===== src/pfe_pkg.sv =====
// ----------------------------------------------------------------------------
// pfe_pkg: shared types and constants of the playfair digraph encoder
// letter codes, square geometry, register indexes and small helpers
// ----------------------------------------------------------------------------
package pfe_pkg;

  localparam int LETTER_W = 5;
  localparam int COORD_W  = 3;
  localparam int KW_W     = 50;
  localparam int KLEN_W   = 4;
  localparam int CFG_IDX_W = 2;

  localparam int SIDE    = 5;
  localparam int CELLS   = 25;
  localparam int LETTERS = 26;

  typedef logic [LETTER_W-1:0] letter_t;
  typedef logic [COORD_W-1:0]  coord_t;

  localparam letter_t LETTER_I = 5'd8;
  localparam letter_t LETTER_J = 5'd9;
  localparam letter_t LETTER_X = 5'd23;
  localparam letter_t LETTER_Z = 5'd25;
  localparam letter_t LAST_CELL = 5'd24;
  localparam coord_t  LAST_COORD = 3'd4;

  localparam logic [CFG_IDX_W-1:0] CFG_KEYWORD_LETTERS = 2'd0;
  localparam logic [CFG_IDX_W-1:0] CFG_KEYWORD_LENGTH  = 2'd1;

  // row and column of a letter inside the square
  typedef struct packed {
    coord_t row;
    coord_t col;
  } pos_t;

  // one fill step of the square: cell entry and letter position entry
  typedef struct packed {
    logic    we;
    letter_t cell_idx;
    letter_t letter;
    pos_t    pos;
  } sq_wr_t;

  // saturate to Z and fold J onto I
  function automatic letter_t fold_letter(letter_t v);
    letter_t c;
    c = (v > LETTER_Z) ? LETTER_Z : v;
    if (c == LETTER_J) c = LETTER_I;
    return c;
  endfunction

  // step one place along a row or column with wrap
  function automatic coord_t wrap_inc(coord_t v);
    return (v == LAST_COORD) ? coord_t'(0) : coord_t'(v + coord_t'(1));
  endfunction

  // linear cell index of row r, column c
  function automatic letter_t cell_index(coord_t r, coord_t c);
    return letter_t'({2'b00, r} * letter_t'(SIDE) + {2'b00, c});
  endfunction

endpackage


===== src/pfe_ram.sv =====
// ----------------------------------------------------------------------------
// pfe_ram: generic simple dual port ram
// one write port, one read port with registered read data
// ----------------------------------------------------------------------------
module pfe_ram #(
  parameter int WIDTH = 8,
  parameter int DEPTH = 32
) (
  input  logic                     clk,
  input  logic                     we,
  input  logic [$clog2(DEPTH)-1:0] waddr,
  input  logic [WIDTH-1:0]         wdata,
  input  logic                     re,
  input  logic [$clog2(DEPTH)-1:0] raddr,
  output logic [WIDTH-1:0]         rdata
);

  logic [WIDTH-1:0] mem [DEPTH];

  always_ff @(posedge clk) begin
    if (we) mem[waddr] <= wdata;
    if (re) rdata <= mem[raddr];
  end

endmodule


===== src/pfe_builder.sv =====
// ----------------------------------------------------------------------------
// pfe_builder: square fill sequencer
// walks the keyword and then the alphabet, one letter per cycle
// ----------------------------------------------------------------------------
module pfe_builder import pfe_pkg::*; #(
  parameter int KEY_MAX = 10
) (
  input  logic              clk,
  input  logic              rst,
  input  logic              start,
  input  logic [KW_W-1:0]   keyword_letters,
  input  logic [KLEN_W-1:0] keyword_length,
  output sq_wr_t            wr,
  output logic              done
);

  typedef enum logic [2:0] {
    B_IDLE = 3'b001,
    B_KEY  = 3'b010,
    B_FILL = 3'b100
  } bstate_t;

  bstate_t           state;
  logic [KW_W-1:0]   kw_shift;
  logic [KLEN_W-1:0] remaining;
  logic [LETTERS-1:0] used;
  letter_t           fill_letter;
  coord_t            n_row;
  coord_t            n_col;
  letter_t           n_idx;

  logic [KLEN_W-1:0] len;
  letter_t           cand;
  logic              take;

  assign len = (keyword_length > KLEN_W'(KEY_MAX)) ? KLEN_W'(KEY_MAX) : keyword_length;

  always_comb begin
    cand = (state == B_KEY) ? fold_letter(kw_shift[LETTER_W-1:0]) : fill_letter;
    take = 1'b0;
    if (state == B_KEY) take = !used[cand];
    else if (state == B_FILL) take = (cand != LETTER_J) && !used[cand];
  end

  assign wr.we       = take;
  assign wr.cell_idx = n_idx;
  assign wr.letter   = cand;
  assign wr.pos      = '{row: n_row, col: n_col};
  assign done        = (state == B_FILL) && take && (n_idx == LAST_CELL);

  always_ff @(posedge clk) begin
    if (rst) begin
      state <= B_IDLE;
    end else begin
      unique case (state)
        B_IDLE: begin
          if (start) state <= (len == '0) ? B_FILL : B_KEY;
        end
        B_KEY: begin
          if (remaining == KLEN_W'(1)) state <= B_FILL;
        end
        B_FILL: begin
          if (done) state <= B_IDLE;
        end
        default: state <= B_IDLE;
      endcase
    end
  end

  // datapath of the fill walk
  always_ff @(posedge clk) begin
    if (state == B_IDLE) begin
      kw_shift    <= keyword_letters;
      remaining   <= len;
      used        <= '0;
      fill_letter <= '0;
      n_row       <= '0;
      n_col       <= '0;
      n_idx       <= '0;
    end else begin
      if (state == B_KEY) begin
        kw_shift  <= kw_shift >> LETTER_W;
        remaining <= remaining - KLEN_W'(1);
      end else begin
        fill_letter <= fill_letter + letter_t'(1);
      end
      if (take) begin
        used[cand] <= 1'b1;
        n_idx      <= n_idx + letter_t'(1);
        n_col      <= wrap_inc(n_col);
        if (n_col == LAST_COORD) n_row <= n_row + coord_t'(1);
      end
    end
  end

endmodule


===== src/playfair_digraph_encoder.sv =====
// ----------------------------------------------------------------------------
// playfair_digraph_encoder: playfair cipher encoder over a letter stream
// builds the 5x5 square per message and enciphers digraphs one cell read at a time
// ----------------------------------------------------------------------------
// usage
//   input channel: letter_valid / letter_stall carry plain_letter and message_end
//   output channel: cipher_valid / cipher_stall carry cipher_letter and run_last
//   a beat is taken when valid is high and stall is low
//   the config port writes keyword_letters (index 0) or keyword_length (index 1)
//   with cfg_we; the user must write only while the block is idle, it has no check
// sequence
//   the first letter of a message first fills the square: the keyword walk covers
//   up to KEY_MAX letters and the alphabet walk up to 26 letters
//   each digraph then goes through two position ram reads, one address step,
//   and two square ram reads, the single square read port sets the pace
//   a letter that only waits for its partner is held and starts no digraph
//   results go out through one output register; run_last marks a letter's last one
// reset and stall
//   rst clears the registers, the held letter and the square status; the next
//   letter rebuilds the square. a stalled result holds, and the sequencer waits
//   on the output register before it loads the next result
// ----------------------------------------------------------------------------
module playfair_digraph_encoder import pfe_pkg::*; #(
  parameter int KEY_MAX = 10
) (
  input  logic                 clk,
  input  logic                 rst,
  input  logic                 cfg_we,
  input  logic [CFG_IDX_W-1:0] cfg_index,
  input  logic [KW_W-1:0]      cfg_data,
  input  logic                 letter_valid,
  output logic                 letter_stall,
  input  logic [4:0]           plain_letter,
  input  logic                 message_end,
  output logic                 cipher_valid,
  input  logic                 cipher_stall,
  output logic [4:0]           cipher_letter,
  output logic                 run_last
);

  typedef enum logic [7:0] {
    S_IDLE  = 8'b0000_0001,
    S_BUILD = 8'b0000_0010,
    S_POSA  = 8'b0000_0100,
    S_POSB  = 8'b0000_1000,
    S_ADDR  = 8'b0001_0000,
    S_RD1   = 8'b0010_0000,
    S_LD1   = 8'b0100_0000,
    S_LD2   = 8'b1000_0000
  } state_t;

  state_t state;

  // configuration registers
  logic [KW_W-1:0]   keyword_letters;
  logic [KLEN_W-1:0] keyword_length;

  // message state
  letter_t held_letter;
  logic    held_valid;
  logic    square_ready;

  // current digraph
  letter_t pair_a;
  letter_t pair_b;
  logic    has_pair;
  logic    more_pairs;
  pos_t    pos_a;
  letter_t addr1;
  letter_t addr2;

  // accept decode
  logic    accept;
  letter_t p;
  letter_t pa_next;
  letter_t pb_next;
  logic    has_next;
  logic    two_next;

  // builder and rams
  logic   build_start;
  logic   build_done;
  sq_wr_t wr;
  pos_t   pos_rdata;
  letter_t sq_rdata;
  logic   pos_re;
  letter_t pos_raddr;
  logic   sq_re;
  letter_t sq_raddr;

  // output register
  logic slot_free;
  logic load_out;

  assign letter_stall = (state != S_IDLE);
  assign accept       = letter_valid && !letter_stall;
  assign slot_free    = !cipher_valid || !cipher_stall;

  // config writes, unknown indexes are dropped
  always_ff @(posedge clk) begin
    if (rst) begin
      keyword_letters <= '0;
      keyword_length  <= '0;
    end else if (cfg_we) begin
      unique case (cfg_index)
        CFG_KEYWORD_LETTERS: keyword_letters <= cfg_data;
        CFG_KEYWORD_LENGTH:  keyword_length  <= cfg_data[KLEN_W-1:0];
        default: ;
      endcase
    end
  end

  // pairing rules for the incoming letter
  always_comb begin
    p        = fold_letter(plain_letter);
    pa_next  = p;
    pb_next  = LETTER_X;
    has_next = 1'b0;
    two_next = 1'b0;
    if (!held_valid) begin
      // lone last letter pairs with x
      has_next = message_end;
    end else if (held_letter == p) begin
      // doubled letter: first one pairs with x, at message end the second too
      pa_next  = held_letter;
      has_next = 1'b1;
      two_next = message_end;
    end else begin
      pa_next  = held_letter;
      pb_next  = p;
      has_next = 1'b1;
    end
  end

  always_ff @(posedge clk) begin
    if (rst) begin
      held_letter  <= '0;
      held_valid   <= 1'b0;
      square_ready <= 1'b0;
    end else if (accept) begin
      square_ready <= !message_end;
      if (message_end) begin
        held_valid  <= 1'b0;
        held_letter <= '0;
      end else if (!held_valid) begin
        held_letter <= p;
        held_valid  <= 1'b1;
      end else if (held_letter != p) begin
        held_valid <= 1'b0;
      end
    end
  end

  assign build_start = accept && !square_ready;

  pfe_builder #(
    .KEY_MAX(KEY_MAX)
  ) u_builder (
    .clk             (clk),
    .rst             (rst),
    .start           (build_start),
    .keyword_letters (keyword_letters),
    .keyword_length  (keyword_length),
    .wr              (wr),
    .done            (build_done)
  );

  // letter -> position table
  pfe_ram #(
    .WIDTH($bits(pos_t)),
    .DEPTH(LETTERS)
  ) u_pos_ram (
    .clk   (clk),
    .we    (wr.we),
    .waddr (wr.letter),
    .wdata (wr.pos),
    .re    (pos_re),
    .raddr (pos_raddr),
    .rdata (pos_rdata)
  );

  // cell -> letter table
  pfe_ram #(
    .WIDTH(LETTER_W),
    .DEPTH(CELLS)
  ) u_sq_ram (
    .clk   (clk),
    .we    (wr.we),
    .waddr (wr.cell_idx),
    .wdata (wr.letter),
    .re    (sq_re),
    .raddr (sq_raddr),
    .rdata (sq_rdata)
  );

  assign pos_re    = (state == S_POSA) || (state == S_POSB);
  assign pos_raddr = (state == S_POSA) ? pair_a : pair_b;
  // second cell read goes out as the first result is loaded
  assign sq_re     = (state == S_RD1) || ((state == S_LD1) && slot_free);
  assign sq_raddr  = (state == S_RD1) ? addr1 : addr2;
  assign load_out  = ((state == S_LD1) || (state == S_LD2)) && slot_free;

  // main sequencer
  always_ff @(posedge clk) begin
    if (rst) begin
      state <= S_IDLE;
    end else begin
      unique case (state)
        S_IDLE: begin
          if (accept) begin
            if (!square_ready) state <= S_BUILD;
            else if (has_next) state <= S_POSA;
          end
        end
        S_BUILD: begin
          if (build_done) state <= has_pair ? S_POSA : S_IDLE;
        end
        S_POSA: state <= S_POSB;
        S_POSB: state <= S_ADDR;
        S_ADDR: state <= S_RD1;
        S_RD1:  state <= S_LD1;
        S_LD1: begin
          if (slot_free) state <= S_LD2;
        end
        S_LD2: begin
          if (slot_free) state <= more_pairs ? S_POSA : S_IDLE;
        end
        default: state <= S_IDLE;
      endcase
    end
  end

  // digraph datapath
  always_ff @(posedge clk) begin
    if (accept) begin
      pair_a     <= pa_next;
      pair_b     <= pb_next;
      has_pair   <= has_next;
      more_pairs <= two_next;
    end else if ((state == S_LD2) && slot_free) begin
      more_pairs <= 1'b0;
    end
    if (state == S_POSB) pos_a <= pos_rdata;
    if (state == S_ADDR) begin
      if (pos_a.row == pos_rdata.row) begin
        // same row: shift right
        addr1 <= cell_index(pos_a.row, wrap_inc(pos_a.col));
        addr2 <= cell_index(pos_rdata.row, wrap_inc(pos_rdata.col));
      end else if (pos_a.col == pos_rdata.col) begin
        // same column: shift down
        addr1 <= cell_index(wrap_inc(pos_a.row), pos_a.col);
        addr2 <= cell_index(wrap_inc(pos_rdata.row), pos_rdata.col);
      end else begin
        // rectangle: swap columns
        addr1 <= cell_index(pos_a.row, pos_rdata.col);
        addr2 <= cell_index(pos_rdata.row, pos_a.col);
      end
    end
  end

  // output register
  always_ff @(posedge clk) begin
    if (rst) begin
      cipher_valid <= 1'b0;
    end else if (load_out) begin
      cipher_valid <= 1'b1;
    end else if (!cipher_stall) begin
      cipher_valid <= 1'b0;
    end
  end

  always_ff @(posedge clk) begin
    if (load_out) begin
      cipher_letter <= sq_rdata;
      run_last      <= (state == S_LD2) && !more_pairs;
    end
  end

`ifndef SYNTHESIS
  // builder only writes the tables while the sequencer waits on it
  assert property (@(posedge clk) disable iff (rst) wr.we |-> state == S_BUILD)
    else $error("square written outside build");

  // a first letter of a message always starts a build
  assert property (@(posedge clk) disable iff (rst)
    (accept && !square_ready) |=> state == S_BUILD)
    else $error("square not rebuilt");

  // loading the second result of a digraph always presents a beat
  assert property (@(posedge clk) disable iff (rst)
    (state == S_LD2 && slot_free) |=> cipher_valid)
    else $error("result lost");

  // a beat marked last only leaves the final load of an item
  assert property (@(posedge clk) disable iff (rst)
    (load_out && state == S_LD1) |=> !run_last)
    else $error("first result of a digraph marked last");
`endif

endmodule


===== config.mk =====
export PLATFORM = sky130hd
export DESIGN_NAME = playfair_digraph_encoder
export DESIGN_NICKNAME = d
export VERILOG_FILES = /design/src/pfe_pkg.sv /design/src/pfe_ram.sv /design/src/pfe_builder.sv /design/src/playfair_digraph_encoder.sv
export SDC_FILE = /design/constraint.sdc
export NUM_CORES = 1
export LEC_CHECK = 0
export ABC_AREA = 1
export BUFFER_PORTS_ARGS = -buffer_cell sky130_fd_sc_hd__buf_2
export CAP_MARGIN = 30
export CORE_AREA = 2 2 212 214
export CTS_BUF_LIST = sky130_fd_sc_hd__clkbuf_16
export CTS_CLUSTER_DIAMETER = 150
export DETAILED_ROUTE_END_ITERATION = 6
export DIE_AREA = 0 0 214 216
export PLACE_DENSITY_LB_ADDON = 0.3
export RECOVER_POWER = 100
export SYNTH_ARGS = -nofsm -noshare
export SYNTH_HDL_FRONTEND = slang
export SYNTH_SLANG_ARGS = --single-unit

===== constraint.sdc =====
create_clock -name clk -period 3.5 [get_ports clk]
set_clock_uncertainty 0.2 [all_clocks]
set_input_delay 0.525 -clock clk [delete_from_list [all_inputs] [get_ports clk]]
set_output_delay 0.525 -clock clk [all_outputs]
set_load 0.1 [all_outputs]

==> flow_summary.yaml, run 1 <==
global_route:
  number_of_global_route_vias_before_repair: 15030
  pin_count_of_the_biggest_net_entering_global_routing: 87
  global_route.usage.total_pct: 20.82
  grt_pass1_wl_um: 77270
  number_of_antenna_violations_at_the_first_check_in_global_routing: 0
  globalRouteOverflowTotal: 0
worst_setup_path:
  crit_path_cell_trace: "inv_1, nand3_2, nand2_2, nand2_2, inv_2, clkbuf_1, nor3_4, nand2_1, inv_1, o21a_1"
  regToRegSetupSlack_ns: 0.26
  path_buf_inv: 4
  cp.arrival_ns: 3.51
  r2r.worst_path.cells: 10
  timing.critical_path.slowest_cell_delay_ns: 1.05
  rr_endpoint: "u_builder.used[0]"
  timing.rr.start: "u_builder.state[2]"
  critPathRequiredTime_ns: 3.77
  critPathKind: "register to register"
  slowest_stage: "clkbuf_1"
  critPathMaxFanout: 26
  timing.critical_path.from_type: "register"
  critical_path.endpoint_type: "register"
  crit_path_leading_delay_family: "buffers and inverters"
power:
  pwr-share-clk_pct: 34.5
  peak_supply_drop_v: 0.0004716
  switching_fraction_pct: 29.10
  comb_power_share_pct: 17.1
  power.static_leakage_uw: 0.009487
  p_int_uw: 10660
  power_per_unit_of_standard_cell_area_mw_per_mm2: 615.2
  switching_power_uw: 4376
  seq_power_share_pct: 48.5
logic_synthesis:
  synth-main-ff-cell: "edfxtp_1"
  synthesis.area_mm2: 0.02131
  syn-instance-count: 2038
  synth-seq-area-share_pct: 64.35
  yosysWarnings: 0
  number_of_distinct_standard_cells_referenced_by_the_synthesized_netlist: 51
  synth-edff-count: 380
  async_flop_share_pct: 0
  synth-seq-cells: 495
  syn-mean-instance-area_um2: 10.46
floorplanning:
  io-pin-count: 71
  dieHeight_um: 216
  start_util_pct: 48.62
  floorplan.die_area_mm2: 0.04622
  horizontal_die_dimension_um: 214
  core_mm2: 0.04384
  placement_rows: 77
status:
  violated_checks: "max-capacitance violations, max-slew violations"
  status: "complete, but fails checks"
placement:
  port_buffers: 70
  place_hpwl_um: 29840
  final_weighted_congestion_in_routability_driven_placement: 0.8875
layout:
  nFillCells: 3676
  area.sequential_mm2: 0.01371
  final_net_count: 2286
  area_delta_synth_final_pct: 14.67
  multi_input_comb_area_mm2: 0.006701
  antenna-diode-count: 0
  drive_above_1_share_pct: 8.963
route:
  wire_per_inst_um: 17.19
  drt_first_iter_violations: 1299
  routed_wl_um: 48140
  drtAntennaViolNets: 0
  total_vias_in_the_final_route: 15220
  vias_per_cell: 5.434
  drt_pass1_iterations: 5
  drc_errors: 0
sta:
  grt_setup_unrepaired: "false"
  fin_crit_sh_pct: 92.46
  maxClockFrequency_ghz: 0.3090
  timing.final.crit_period_ns: 3.236
  report.final.slew_viol_count: 144
  final-setup-viol-count: 0
  worst_pin_slew_ns: 2.138
  finalHoldWorstSlack_ns: 0.04653
  relSlewSlack_pct: -42.51
  number_of_hold_slack_violations_in_the_final_timing_report: 0
  setup-tns-final_ns: 0
clock_tree:
  worst_skew_pair.late_latency_ns: 0.60
  clock_tree.buffer_depth: 3
  cts_sinks: 495
  postCtsSetupRepairBufs: 0
  clock_tree_from_tritoncts: "yes"
  total_cts_buffers: 51
  cts_max_level: 2
  clk_pin_slew_ns: 0.06
  ctsRootBufferMaster: "clkbuf_16"
min_path:
  hold_end: "keyword_letters[46]"
  hold_path_depth: 3
  timing.hold.worst.class: "primary input to register"
  hold_path.startpoint: "cfg_data[46]"
run:
  drv_cap: 2
==> cell usage in the layout, fill, tap and decap left out, types with 21 or more instances in the layout <==
master         instances
nand2_1              379
o21ai_0              239
inv_1                156
dlygate4sd3_1         49
a21oi_1               48
nand3_1               63
o21a_1                28
o221ai_1              52
buf_2                 60
ha_1                  50
dfxtp_1              115
nor2_1               313
clkbuf_1              21
edfxtp_1             380
clkbuf_16             52
==> cells in the mapped netlist (all sizes together) (10+ instances only) <==
| master | n | share of area [%] |
|---|---|---|
| a21oi | 48 | 1.1 |
| buf | 11 | 0.29 |
| clkbuf | 76 | 1.3 |
| dfxtp | 115 | 11 |
| edfxtp | 380 | 54 |
| ha | 50 | 2.9 |
| inv | 150 | 2.7 |
| nand2 | 383 | 6.9 |
| nand3 | 65 | 1.6 |
| nor2 | 318 | 5.7 |
| nor3 | 11 | 0.31 |
| o211ai | 12 | 0.42 |
| o21a | 28 | 0.99 |
| o21ai | 250 | 5.9 |
| o221ai | 52 | 2.1 |
| or2 | 10 | 0.29 |
| xnor2 | 10 | 0.41 |
| xor2 | 14 | 0.58 |
==> power by group through the flow <==
stage          combinational (uW)  sequential, uW  clock (uW)
6_report                     2570            7290        5180
5_1_grt                      2860            7330        5500
4_1_cts                      2660            7260        5270
3_5_place_dp                 2600            7380           0
3_3_place_gp                 2550            7370           0
2_1_floorplan                1760            7350           0
==> layer usage <==
metal  wire length, um  global-route usage (%)  up-vias
met5                 0                       0        -
met4              1488                   8.998        0
met3              2964                   3.566      110
met2             23080                   34.52      491
met1             20610                   27.09     7309
li1                  -                       -     7310
==> layout make-up <==
cell class              count  area share, %
repair buffers            158          4.511
clock inverters            43          1.219
inverters                 154          2.376
flip-flops and latches    495          56.12
clock buffers              52          5.325
well taps                 592          3.031
multi-input cells        1307          27.42
==> repair_timing <==
item / in CTS / in global routing
hold buffers: 49 / 0
gates resized for setup: 0 / 2
endpoints found under the setup margin: 0 / 9
hold endpoints to repair: 50 / 0
==> logic make-up (layout without fill, tap and decap cells) <==
| family | count (synthesis) | count (layout) | synth area share, % |
|---|---|---|---|
| simple gates | 802 | 802 | 15.22 |
| flops | 495 | 495 | 64.35 |
| xor+xnor | 24 | 24 | 0.9863 |
| other cells | 1 | 6 | 0.01760 |
| fa+ha+maj | 56 | 56 | 3.499 |
| compound gates | 419 | 419 | 11.58 |
| buf+inv | 241 | 407 | 4.356 |
==> sequential cells by signal, summed over array words and instances (netlist names), 6 cells and up <==
| register | cells |
|---|---|
| u_sq_ram.mem | 125 |
| state | 8 |
| u_pos_ram.mem | 156 |
| keyword_letters | 50 |
| u_builder.used | 26 |
| pos_a | 6 |
| u_builder.kw_shift | 50 |
| u_pos_ram.rdata | 6 |
==> worst max-delay path by stage <==
| stage | startpoint | endpoint | slack, ns | cells after the start |
|---|---|---|---|---|
| global route | u_builder.state[2] | u_builder.used[0] | 0.009 | 10 |
| CTS | u_builder.state[0] | u_sq_ram.mem[2][0] | 0.24 | 15 |
| floorplan | u_builder.state[2] | u_sq_ram.mem[7][0] | 0.31 | 12 |
| detailed placement | u_builder.state[0] | u_sq_ram.mem[0][3] | 0.27 | 15 |
| finish | u_builder.state[2] | u_builder.used[0] | 0.26 | 10 |
| global placement | u_builder.state[0] | u_sq_ram.mem[16][2] | 0.36 | 15 |
==> worst min-delay path, stage by stage <==
cell	delay (ns)
buf_2	0.08
o21ai_0	0.09
a21oi_1	0.11
==> stage by stage <==
stage / instances / setup WS (ns) / power, uW / util [%] / instance area, um^2
6_report: 2801 / 0.2640 / 15030 / 55.75 / 24440
5_1_grt: 2801 / 0.009321 / 15700 / 55.75 / 24440
4_1_cts: 2800 / 0.2411 / 15190 / 55.97 / 24530
3_5_place_dp: 2656 / 0.2720 / 9983 / 51.20 / 22450
3_3_place_gp: 2656 / 0.3562 / 9919 / 51.20 / 22450
2_1_floorplan: 2043 / 0.3064 / 9119 / - / 21330
(Power assumes the default switching activity.)
==> run 2: changes to the inputs <==
--- a/config.mk
+++ b/config.mk
@@ -15,6 +15,7 @@
 export DIE_AREA = 0 0 214 216
 export PLACE_DENSITY_LB_ADDON = 0.3
 export RECOVER_POWER = 100
+export REMOVE_ABC_BUFFERS = 1
 export SYNTH_ARGS = -nofsm -noshare
 export SYNTH_HDL_FRONTEND = slang
 export SYNTH_SLANG_ARGS = --single-unit
==> run 2 against run 1 <==
The flow still finishes with violations (max-capacitance violations, max-slew violations). Sequential power about the same. Highest routed layer unchanged. Largest cell class unchanged. Global-route usage up 0.080 points. Clock power decreased by 1%. Register-to-register slack worse by 0.09 ns.
==> flow_summary.yaml, run 2 (synthesized netlist as in run 1, its figures left out) <==
clock_tree:
  total_cts_buffers: 51
  cts_sinks: 495
  clock_tree_from_tritoncts: "yes"
  clk_pin_slew_ns: 0.06
  worst_skew_pair.late_latency_ns: 0.59
  cts_max_level: 2
  clock_tree.buffer_depth: 3
  ctsRootBufferMaster: "clkbuf_16"
placement:
  dpl_cell_area_mm2: 0.02245
  final_weighted_congestion_in_routability_driven_placement: 0.8638
  place_hpwl_um: 30730
  port_buffers: 70
sta:
  relSlewSlack_pct: -65.66
  grt_setup_unrepaired: "true"
  timing.final.crit_period_ns: 3.326
  worst_pin_slew_ns: 2.485
  fin_crit_sh_pct: 95.03
  final-setup-viol-count: 0
  number_of_hold_slack_violations_in_the_final_timing_report: 0
  maxClockFrequency_ghz: 0.3007
  report.final.slew_viol_count: 253
  finalHoldWorstSlack_ns: 0.03774
global_route:
  pin_count_of_the_biggest_net_entering_global_routing: 80
  globalRouteOverflowTotal: 0
  number_of_global_route_vias_before_repair: 15130
  grt-busiest-layer: "met2"
  met2_usage_pct: 35.09
  grt_use_met3_pct: 3.820
  grt_pass1_wl_um: 77650
  number_of_antenna_violations_at_the_first_check_in_global_routing: 0
  met1_usage_pct: 27.40
  global_route.usage.total_pct: 20.90
route:
  drtAntennaViolNets: 0
  drt_first_iter_violations: 1277
  routed_wl_um: 48470
  drt_pass1_iterations: 7
  vias_per_cell: 5.436
  total_vias_in_the_final_route: 15260
  drc_errors: 0
  wire_per_inst_um: 17.27
status:
  status: "complete, but fails checks"
  violated_checks: "max-capacitance violations, max-slew violations"
worst_setup_path:
  critical_path.endpoint_type: "register"
  regToRegSetupSlack_ns: 0.17
  critPathMaxFanout: 26
  critPathRequiredTime_ns: 3.78
  cp.arrival_ns: 3.60
  critPathKind: "register to register"
  timing.critical_path.from_type: "register"
floorplanning:
  io-pin-count: 71
  placement_rows: 77
  core_mm2: 0.04384
  dieHeight_um: 216
  start_util_pct: 48.62
  horizontal_die_dimension_um: 214
  floorplan.die_area_mm2: 0.04622
layout:
  finalInstanceArea_mm2: 0.02450
  mostFrequentLayoutCell: "edfxtp_1"
  antenna-diode-count: 0
  final_net_count: 2291
  area_delta_synth_final_pct: 14.97
  finish.utilization_pct: 55.90
  largest_register_ffs: 156
  final_cell_mix: "edfxtp_1, nand2_1, nor2_1"
  biggestRegsByFlops: "u_pos_ram.mem x156, u_sq_ram.mem x125"
  largest-register: "u_pos_ram.mem"
  drive_above_1_share_pct: 10.38
  nFillCells: 3730
min_path:
  timing.hold.worst.class: "primary input to register"
power:
  power_per_unit_of_standard_cell_area_mw_per_mm2: 609.6
  power.static_leakage_uw: 0.009454
  peak_supply_drop_v: 0.0007755
run:
  drv_cap: 5
==> run 2: cell types whose count changed in the layout (fill, tap and decap cells not counted), moves of 3 or more <==
cell / before / now
clkinv_2: 7 / 10
nor2_2: 4 / 22
inv_2: 12 / 16
nand2_2: 2 / 5
clkbuf_1: 21 / 24
clkinv_1: 10 / 14
nor2_1: 313 / 295
inv_1: 156 / 145
nand2_1: 379 / 376
buf_4: 19 / 23
==> run 2: critical path, cell delays in order, from the launching register on <==
cell	delay (ns)
dfxtp_1	0.41
nand3_2	0.31
nand2_2	0.17
nand2_2	0.23
inv_2	0.13
clkbuf_1	1.12
nor3_4	0.19
nand2_1	0.15
inv_2	0.11
o21a_1	0.19
==> run 2: stage by stage <==
stage               setup TNS, ns  std cells  power (uW)  setup WS (ns)
floorplan                 -606.54       1956        8841         -5.113
global placement                0       2658        9826         0.2553
detailed placement              0       2659        9903         0.1596
CTS                             0       2803       15080         0.1278
global route               -4.815       2807       15650        -0.1331
finish                          0       2807       14940         0.1740
==> run 2: worst paths after layout <==
path,from,to,depth (start not counted)
worst max-delay path,u_builder.state[1],u_builder.used[24],9
worst min-delay path,cfg_data[45],keyword_letters[45],3
worst max register to register,u_builder.state[1],u_builder.used[24],9
worst min register to register,u_sq_ram.rdata[1],cipher_letter[1],0
==> run 2: layout make-up <==
cell class | instances | area [um^2] | area share (%)
Sequential cell | 495 | 13710 | 55.97
Clock inverter | 44 | 300.3 | 1.226
Inverter | 154 | 584.3 | 2.385
Tap cell | 592 | 740.7 | 3.023
Timing Repair Buffer | 163 | 1116 | 4.555
Clock buffer | 52 | 1301 | 5.311
Multi-Input combinational cell | 1307 | 6746 | 27.53
==> run 2: routing by layer <==
metal / vias to the layer above / wire [um]
met5: - / 0
met1: 7331 / 20640
met2: 516 / 23290
met4: 0 / 1413
met3: 101 / 3119
li1: 7310 / -
==> run 2: power by group <==
part | leakage (uW) | switching, uW | total (uW) | internal, uW
logic | 0.00420 | 1900 | 2540 | 642
registers | 0.00442 | 176 | 7260 | 7090
clock network | 0.000829 | 2210 | 5130 | 2920
total | 0.00945 | 4290 | 14900 | 10700
==> run 2: repair_timing <==
action / CTS / global route
hold endpoints to repair: 49 / 0
resized for setup: 0 / 18
endpoints found under the setup margin: 0 / 116
setup buffers: 0 / 3
hold buffers: 48 / 0
